[src/rtl/reac_pkg.sv]
// Shared constants for the execute ALU: data width, operation codes,
// branch condition codes. No dependencies.
package reac_pkg;

    localparam int DATA_WIDTH = 32;
    localparam int SHAMT_W    = 5;

    localparam logic [3:0] OP_ADD    = 4'd0;
    localparam logic [3:0] OP_ADDC   = 4'd1;
    localparam logic [3:0] OP_RSUB   = 4'd2;
    localparam logic [3:0] OP_RSUBC  = 4'd3;
    localparam logic [3:0] OP_CMP    = 4'd4;
    localparam logic [3:0] OP_OR     = 4'd5;
    localparam logic [3:0] OP_AND    = 4'd6;
    localparam logic [3:0] OP_XOR    = 4'd7;
    localparam logic [3:0] OP_ANDN   = 4'd8;
    localparam logic [3:0] OP_SLL    = 4'd9;
    localparam logic [3:0] OP_SRL    = 4'd10;
    localparam logic [3:0] OP_MUL    = 4'd11;
    localparam logic [3:0] OP_MULH   = 4'd12;
    localparam logic [3:0] OP_MULHU  = 4'd13;
    localparam logic [3:0] OP_MULHSU = 4'd14;
    localparam logic [3:0] OP_SEXT   = 4'd15;

    localparam logic [2:0] BR_NONE   = 3'd0;
    localparam logic [2:0] BR_ALWAYS = 3'd1;
    localparam logic [2:0] BR_EQ     = 3'd2;
    localparam logic [2:0] BR_NE     = 3'd3;
    localparam logic [2:0] BR_LT     = 3'd4;
    localparam logic [2:0] BR_NLT    = 3'd5;
    localparam logic [2:0] BR_LE     = 3'd6;
    localparam logic [2:0] BR_GE     = 3'd7;

    localparam logic [DATA_WIDTH-1:0] SIGN_BIT = {1'b1, {(DATA_WIDTH-1){1'b0}}};

    typedef logic [DATA_WIDTH-1:0] t_word;

endpackage

[src/rtl/risc_execute_alu_with_carry_core.sv]
// Execute-stage ALU with stored carry flag: input register, one pass of
// ALU/multiplier/branch logic, result register. Depends on reac_pkg.
//
// Each request is latched into the input register, computed combinationally
// and lands in the result register, which drives the outputs; one request is
// taken every clock while the downstream side keeps up. The 33x33 multiplier
// and the carry flag, which is written as a request leaves the input
// register so the next request sees it, set the critical path. A shift
// right that asks for both sign and carry fill returns error with zero result
// and leaves the flag alone.
module risc_execute_alu_with_carry_core (
    input  logic        i_clk,
    input  logic        i_rst_n,
    input  logic        i_valid,
    output logic        o_ready,
    input  logic [3:0]  i_operation,
    input  logic [31:0] i_operand_a,
    input  logic [31:0] i_operand_b,
    input  logic [31:0] i_branch_value,
    input  logic [31:0] i_pc,
    input  logic        i_a_from_pc,
    input  logic        i_b_from_pc,
    input  logic        i_branch_from_pc,
    input  logic        i_is_signed,
    input  logic        i_use_carry,
    input  logic        i_write_carry,
    input  logic [2:0]  i_branch_cond,
    output logic        o_valid,
    input  logic        i_ready,
    output logic [31:0] o_result,
    output logic        o_carry_out,
    output logic        o_branch_taken,
    output logic        o_error
);

    localparam int W = reac_pkg::DATA_WIDTH;

    // input register
    logic               r_in_valid;
    logic [3:0]         r_op;
    reac_pkg::t_word    r_a;
    reac_pkg::t_word    r_b;
    reac_pkg::t_word    r_bv;
    logic               r_sgn;
    logic               r_usec;
    logic               r_wc;
    logic [2:0]         r_cond;

    // result register
    logic               r_out_valid;
    reac_pkg::t_word    r_result;
    logic               r_carry_out;
    logic               r_taken;
    logic               r_error;

    logic               r_carry_flag;

    logic               out_free;
    logic               move;

    assign out_free = !r_out_valid || i_ready;
    assign move     = r_in_valid && out_free;
    assign o_ready  = !r_in_valid || move;

    always_ff @(posedge i_clk) begin
        if (!i_rst_n) begin
            r_in_valid <= 1'b0;
        end else if (o_ready) begin
            r_in_valid <= i_valid;
        end
    end

    always_ff @(posedge i_clk) begin
        if (o_ready && i_valid) begin
            r_op   <= i_operation;
            r_a    <= i_a_from_pc ? i_pc : i_operand_a;
            r_b    <= i_b_from_pc ? i_pc : i_operand_b;
            r_bv   <= i_branch_from_pc ? i_pc : i_branch_value;
            r_sgn  <= i_is_signed;
            r_usec <= i_use_carry;
            r_wc   <= i_write_carry;
            r_cond <= i_branch_cond;
        end
    end

    // ---------------- compute ----------------
    logic               n_error;
    reac_pkg::t_word    n_result;
    logic               n_carry;
    logic               n_taken;

    logic               add_cin;
    reac_pkg::t_word    add_x;
    reac_pkg::t_word    add_y;
    logic [W:0]         add_sum;
    logic               lt_cmp;

    logic [reac_pkg::SHAMT_W-1:0] sh;
    reac_pkg::t_word    srl_mask;
    logic               srl_fill;

    logic               ma_sgn;
    logic               mb_sgn;
    logic signed [W:0]  ma;
    logic signed [W:0]  mb;
    logic signed [2*W+1:0] prod;

    logic [reac_pkg::SHAMT_W-1:0] sx_idx;
    logic               sx_in_range;
    reac_pkg::t_word    sx_hi;

    logic               bv_lt;
    logic               bv_eq;

    assign n_error = (r_op == reac_pkg::OP_SRL) && r_sgn && r_usec;

    // shared adder for add / addc / rsub / rsubc / cmp
    always_comb begin
        add_x   = r_a;
        add_y   = r_b;
        add_cin = 1'b0;
        case (r_op)
            reac_pkg::OP_ADDC: begin
                add_cin = r_carry_flag;
            end
            reac_pkg::OP_RSUB: begin
                add_x   = ~r_a;
                add_cin = 1'b1;
            end
            reac_pkg::OP_RSUBC: begin
                add_x   = ~r_a;
                add_cin = r_carry_flag;
            end
            reac_pkg::OP_CMP: begin
                add_y   = ~r_b;
                add_cin = 1'b1;
            end
            default: begin
                add_cin = 1'b0;
            end
        endcase
    end

    assign add_sum = {1'b0, add_x} + {1'b0, add_y} + {{W{1'b0}}, add_cin};
    assign lt_cmp  = r_sgn ? ((r_a ^ reac_pkg::SIGN_BIT) < (r_b ^ reac_pkg::SIGN_BIT))
                           : (r_a < r_b);

    assign sh       = r_b[reac_pkg::SHAMT_W-1:0];
    assign srl_mask = ~({W{1'b1}} >> sh);
    assign srl_fill = r_sgn ? r_a[W-1] : (r_usec && r_carry_flag);

    assign ma_sgn = (r_op == reac_pkg::OP_MULH) || (r_op == reac_pkg::OP_MULHSU);
    assign mb_sgn = (r_op == reac_pkg::OP_MULH);
    assign ma     = $signed({ma_sgn & r_a[W-1], r_a});
    assign mb     = $signed({mb_sgn & r_b[W-1], r_b});
    assign prod   = ma * mb;

    assign sx_in_range = (r_b[W-1:reac_pkg::SHAMT_W] == '0) && (sh != '0);
    assign sx_idx      = sh - {{(reac_pkg::SHAMT_W-1){1'b0}}, 1'b1};
    assign sx_hi       = {W{1'b1}} << sh;

    always_comb begin
        n_result = '0;
        n_carry  = 1'b0;
        case (r_op)
            reac_pkg::OP_ADD, reac_pkg::OP_ADDC,
            reac_pkg::OP_RSUB, reac_pkg::OP_RSUBC: begin
                n_result = add_sum[W-1:0];
                n_carry  = add_sum[W];
            end
            reac_pkg::OP_CMP: begin
                n_result = {lt_cmp, add_sum[W-2:0]};
                n_carry  = add_sum[W];
            end
            reac_pkg::OP_OR:   n_result = r_a | r_b;
            reac_pkg::OP_AND:  n_result = r_a & r_b;
            reac_pkg::OP_XOR:  n_result = r_a ^ r_b;
            reac_pkg::OP_ANDN: n_result = r_a & ~r_b;
            reac_pkg::OP_SLL:  n_result = r_a << sh;
            reac_pkg::OP_SRL: begin
                n_result = (r_a >> sh) | (srl_fill ? srl_mask : '0);
                n_carry  = |(r_a & ~({W{1'b1}} << sh));
            end
            reac_pkg::OP_MUL:  n_result = prod[W-1:0];
            reac_pkg::OP_MULH, reac_pkg::OP_MULHU,
            reac_pkg::OP_MULHSU: begin
                n_result = prod[2*W-1:W];
            end
            reac_pkg::OP_SEXT: begin
                if (sx_in_range) begin
                    n_result = r_a[sx_idx] ? (r_a | sx_hi) : (r_a & ~sx_hi);
                end else begin
                    n_result = r_a;
                end
            end
            default: n_result = '0;
        endcase
        if (n_error) begin
            n_result = '0;
            n_carry  = 1'b0;
        end
    end

    // branch test on the selected value, taken as signed
    assign bv_lt = r_bv[W-1];
    assign bv_eq = (r_bv == '0);

    always_comb begin
        case (r_cond)
            reac_pkg::BR_NONE:   n_taken = 1'b0;
            reac_pkg::BR_ALWAYS: n_taken = 1'b1;
            reac_pkg::BR_EQ:     n_taken = bv_eq;
            reac_pkg::BR_NE:     n_taken = !bv_eq;
            reac_pkg::BR_LT:     n_taken = bv_lt;
            reac_pkg::BR_NLT:    n_taken = !bv_lt;
            reac_pkg::BR_LE:     n_taken = bv_eq || bv_lt;
            reac_pkg::BR_GE:     n_taken = bv_eq || !bv_lt;
            default:             n_taken = 1'b0;
        endcase
        if (n_error) begin
            n_taken = 1'b0;
        end
    end

    // ---------------- result register and flag ----------------
    always_ff @(posedge i_clk) begin
        if (!i_rst_n) begin
            r_out_valid  <= 1'b0;
            r_carry_flag <= 1'b0;
        end else begin
            if (out_free) begin
                r_out_valid <= r_in_valid;
            end
            if (move && r_wc && !n_error) begin
                r_carry_flag <= n_carry;
            end
        end
    end

    always_ff @(posedge i_clk) begin
        if (move) begin
            r_result    <= n_result;
            r_carry_out <= n_carry;
            r_taken     <= n_taken;
            r_error     <= n_error;
        end
    end

    assign o_valid        = r_out_valid;
    assign o_result       = r_result;
    assign o_carry_out    = r_carry_out;
    assign o_branch_taken = r_taken;
    assign o_error        = r_error;

endmodule

[config.mk]
export PLATFORM = sky130hd
export DESIGN_NAME = risc_execute_alu_with_carry_core
export DESIGN_NICKNAME = d
export VERILOG_FILES = /design/src/rtl/reac_pkg.sv /design/src/rtl/risc_execute_alu_with_carry_core.sv
export SDC_FILE = /design/constraint.sdc
export NUM_CORES = 2
export LEC_CHECK = 0
export BUFFER_PORTS_ARGS = -buffer_cell sky130_fd_sc_hd__buf_2
export CAP_MARGIN = 20
export CORE_MARGIN = 2
export CORE_UTILIZATION = 45
export DETAILED_ROUTE_END_ITERATION = 8
export HOLD_SLACK_MARGIN = 0.06
export PLACE_DENSITY = 0.59
export SLEW_MARGIN = 20
export SYNTH_ARGS = -nofsm -noshare
export SYNTH_HDL_FRONTEND = slang
export SYNTH_SLANG_ARGS = --single-unit
[constraint.sdc]
create_clock -name i_clk -period 19.7 [get_ports i_clk]
set_input_delay 0 -clock i_clk [delete_from_list [all_inputs] [get_ports i_clk]]
set_output_delay 0 -clock i_clk [all_outputs]
set_load 0.03 [all_outputs]
* Word-level counts from Yosys, hierarchy flattened *
Index checks and enable logic that the tools add are counted.

cells by class
  add/sub/neg operators = 3
  $mul = 1
  $lt $le $gt $ge = 3
  equality and inequality tests = 22
  shifts and indexed selects = 4
  muxes and demuxes = 17
  bitwise operators = 15
  reduce and logical (&&, ||, !) cells = 30

operators by type and width
  kind                                                                    count
  32-bit case mux with 11 select lines                                    1
  32-bit two-way mux                                                      8
  32-bit inverter                                                         4
  32-bit bitwise AND                                                      3
  32-bit OR                                                               3
  32-bit less-than comparator                                             2
  33-bit by 33-bit multiplier with 64-bit output                          1
  32-bit by 32-bit adder with 33-bit output                               1
  33-bit by 1-bit adder with 33-bit output                                1
  4-bit equality test (second input constant)                             8
  32-bit logical NOT                                                      1
  32-bit OR reduction                                                     1
  32-bit by 5-bit << shifter with 32-bit output                           1
  32-bit by 5-bit << shifter with 32-bit output (first input constant)    1
  32-bit by 5-bit >> shifter with 32-bit output                           1
  32-bit by 5-bit >> shifter with 32-bit output (first input constant)    1
  32-bit XOR                                                              1
  27-bit logical NOT                                                      1
  4-bit by 3-bit equality test with 1-bit output (second input constant)  4
  3-bit equality test (second input constant)                             4
  4-bit by 2-bit equality test with 1-bit output (second input constant)  2
  1-bit logical AND                                                       8
  1-bit case mux with 8 select lines                                      1
  3-bit by 2-bit equality test with 1-bit output (second input constant)  2
  other kinds (18)                                                        34

word-level totals
  bits in registers = 144
  input port bits = 145
  output and inout bits = 37

* Depth between registers and ports, before layout *
  depth in word-level cells = 7
  depth in mapped cells = 35

* Worst setup path before layout *
Ideal clock, no wire load.

  path kind = register -> register
  start point = register r_b[3]
  end point = register r_result[28], in the netlist o_result[28] (data pin)
  library setup time = 270 ps
  arrival = 8864 ps
  required time = 19430 ps
  setup slack = 10566 ps
  stages on the path, launching flop included = 31
  clock period less this slack = 9134 ps
  path through = edfxtp_1 -> buf_2 -> clkbuf_1 -> clkbuf_1 -> clkbuf_1 -> buf_1 -> nand2_1 -> fa_1 -> fa_1 -> inv_1 -> fa_1 -> inv_1 -> fa_1 -> inv_1 -> fa_1 -> fa_1 -> fa_1 -> inv_1 -> fa_1 -> inv_1 -> ha_1 -> clkbuf_1 -> nand3_1 -> nor2_1 -> nand2_1 -> or3_1 -> o2111a_1 -> o31ai_1 -> nand2_1 -> mux2i_1 -> o211ai_1

on the way
  longest elaborated chain between the ends = 6
  elaborated cells between the ends (all ways) = 23
  those cells by class = add/sub (3); mul (1); shift (4); mux (7); bitwise (6); reduce/logical (2)

RTL lines
  item                                                                                               RTL line                                 source
  start: declaration                                                                                 risc_execute_alu_with_carry_core.sv:42   reac_pkg::t_word r_b;
  start signal: assignment                                                                           risc_execute_alu_with_carry_core.sv:77   r_b <= i_b_from_pc ? i_pc : i_operand_b;
  parallel branches: the longest is 5 deep, another holds 32-bit by 32-bit adder with 33-bit output  --
  32-bit case mux with 11 select lines (*)                                                           risc_execute_alu_with_carry_core.sv:165  case (r_op)
  end signal: assignment                                                                             risc_execute_alu_with_carry_core.sv:242  r_result <= n_result;
  end: declaration                                                                                   risc_execute_alu_with_carry_core.sv:51   reac_pkg::t_word r_result;

Mark *: on every way between the ends. The select of a mux whose other input is x is not followed.
A chain may end at the register's enable or synchronous reset.

* Worst setup path in the final report *
  start point = register r_b[31]
  end point = register r_result[18], in the netlist o_result[18] (data pin)

on the way
  longest elaborated chain between the ends = 4
  elaborated cells between the ends (all ways) = 6
  those cells by class = mul (1); mux (2); bitwise (1); reduce/logical (2)

RTL lines
  item                                                                                                    RTL line
  parallel branches: the longest is 3 deep, another holds 33-bit by 33-bit multiplier with 64-bit output  --
  32-bit case mux with 11 select lines (*)                                                                risc_execute_alu_with_carry_core.sv:165

Mark *: on every way between the ends.

==> flow_summary.toml <==
[grt]
grtUsageMet2 = 0.616
grtUsageTotal = 0.384
grt_max_degree = 98
met3_usage = 0.0808
grt_pass1_wl_microns = 335000
busiest_layer = "met2"
overflow = 0
grt_use_met1 = 0.481
grt_pass1_vias = 48300
grt_antenna_before_repair = 22

[clock_tree]
numCtsBuffers = 17
cts_tree = "built"
cts_resized = 0
path_clk_slew_ns = 0.08
cts.path.max_buffers = 2
cts-root-buf = "clkbuf_16"
clock_latency_ns = 0.47
htree_num_levels = 4
cts_sinks = 144

[timing]
fin_skew_ns = 0.0228
final_max_slew_viol_count = 0
rsz0062_at_grt = "no"
fin_tns_setup_ns = 0
period_needed_ns = 10.10
relSlewSlack = 0.252
finalCritPeriodShare = 0.513
clock.fmax_mhz = 99.0
tightest_slew_ns = 1.12
finalHoldViolCount = 0
setup_viol = 0

[placed_design]
dp_hpwl_microns = 176000
port-buffer-count = 181
gp_congestion = 1.05

[drt]
drc_errors = 0
wl_per_cell_microns = 29.8
ant_nets = 0
avgViaCountPerCell = 5.89
drtIter0Drc = 4628
postRouteWirelength_microns = 232000
firstDrtPassIters = 7
vias = 46000

[critical_path]
crit_path_max_fanout = 25
slowest_delay_ns = 0.85
crit_type = "register to register"
cp_common_cell = "fa_1"
critical_path_buf_inv_count = 5
cp-end-kind = "register"
critPathLaunchType = "register"
cp_top_family = "adder cells"
cp.arrival_ns = 10.32
critPathSlowestCell = "a311oi_1"
cp_data_required_time_ns = 19.92

[floorplanning]
dieWidth_microns = 349
fp-row-count = 126
core_area_sq_um = 118000
dieArea_sq_um = 122000
dieHeight_microns = 349
start_util = 0.454
io_pins = 182

[flow_run]
cap_violations = 0

[logic_synthesis]
netlist_instances = 6071
yosysTopAreaCellShare = 0.422
synth_area_leader_cell = "fa_1"
yosysMostFrequentCell = "inv_1"
postSynthAreaPerCell_sq_um = 8.81
synth-main-ff-cell = "edfxtp_1"
syn_area_sq_um = 53500
synthTopCellsByArea = "fa_1 (42%), inv_1 (8.7%), ha_1 (8.1%)"
yosysSeqAreaShare = 0.0803
ys_types = 85
ys.warnings.count = 0
synth-seq-cells = 144
synth_edf_count = 141
ys_top_cells_by_count = "inv_1 (1246), fa_1 (1127), nand2_1 (955), nor2_1 (442), ha_1 (345)"
synthArstFlopShare = 0
syn_nets = 7688

[hold_path]
hold_path_class = "input port to register"

[finish]
drive_gt1_frac = 0.0889
num-fill-cells = 11300
area_growth_pct = 9.81
nNetsFinal = 7861

[status]
status = "complete, no violations"
-- registers in the layout, summed over array words and instances (netlist names) --
name and cells:
r_op 4, r_wc 1, o_carry_out 1, o_error 1
o_valid 1, r_carry_flag 1, r_usec 1, r_sgn 1
r_in_valid 1, o_result 32, r_b 32, r_bv 32
r_cond 3, o_branch_taken 1, r_a 32
-- routing by layer --
layer | vias up | share of wire
met5 | - | 0.00038
met1 | 23800 | 0.38
met3 | 654 | 0.090
met4 | 14 | 0.073
li1 | 19100 | -
met2 | 2374 | 0.46
-- layout by cell type (no fill, tap or decap), types with 49 or more instances in the layout --
| cell type | instances |
|---|---|
| a21o_1 | 59 |
| a21oi_1 | 186 |
| a31oi_1 | 49 |
| buf_2 | 181 |
| buf_4 | 138 |
| dlygate4sd3_1 | 207 |
| edfxtp_1 | 141 |
| fa_1 | 1126 |
| ha_1 | 345 |
| inv_1 | 1246 |
| mux2_2 | 115 |
| mux2i_1 | 82 |
| nand2_1 | 954 |
| nand3_1 | 62 |
| nor2_1 | 438 |
| o21ai_0 | 125 |
| xnor2_1 | 153 |
-- what timing repair did --
item,CTS,global route
hold endpoints to repair,109,0
buffers inserted,0,0
hold buffers,207,0
-- final timing paths --
kind | slack [ns] | startpoint | end | cells after the start
hold / removal | 0.26 | i_is_signed | r_sgn | 2
hold reg to reg | 0.61 | r_wc | r_carry_flag | 2
setup reg to reg | 9.60 | r_b[31] | o_result[18] | 27
setup / recovery | 9.60 | r_b[31] | o_result[18] | 27
-- cell type report --
class                           count  area (sq um)  share of cell area
Sequential cell                   144          4290              0.0731
Timing Repair Buffer              532          4130              0.0704
Antenna cell                        4          10.0            0.000170
Multi-Input combinational cell   4269         43000               0.732
Clock inverter                     15           148             0.00251
Inverter                         1280          4800              0.0818
Tap cell                         1536          1920              0.0327
Clock buffer                       17           425             0.00724
-- through the flow --
step	hold WS (ns)	util	cell area [sq um]	std cells	setup slack [ns]
floorplan	0.0989	-	53500	6071	10.57
global placement	0.177	0.475	56100	7554	9.37
finish	0.264	0.498	58700	7797	9.60
global route	0.257	0.498	58700	7794	9.43
CTS	0.275	0.498	58700	7793	9.39
detailed placement	0.179	0.475	56100	7554	9.41
-- cell families after synthesis --
logic type	count (synthesis)	synth area share
adder cells (fa/ha/maj)	1472	0.503
XOR/XNOR	183	0.0302
AO/OA/AOI/OAI	722	0.0880
buffers and inverters	1658	0.117
multiplexers	233	0.0547
AND/OR/NAND/NOR	1659	0.127
flip-flops	144	0.0803
Power is left out: the tool's default activity adds up to more than one toggle a clock period on the data nets, which glitch-free logic cannot reach.
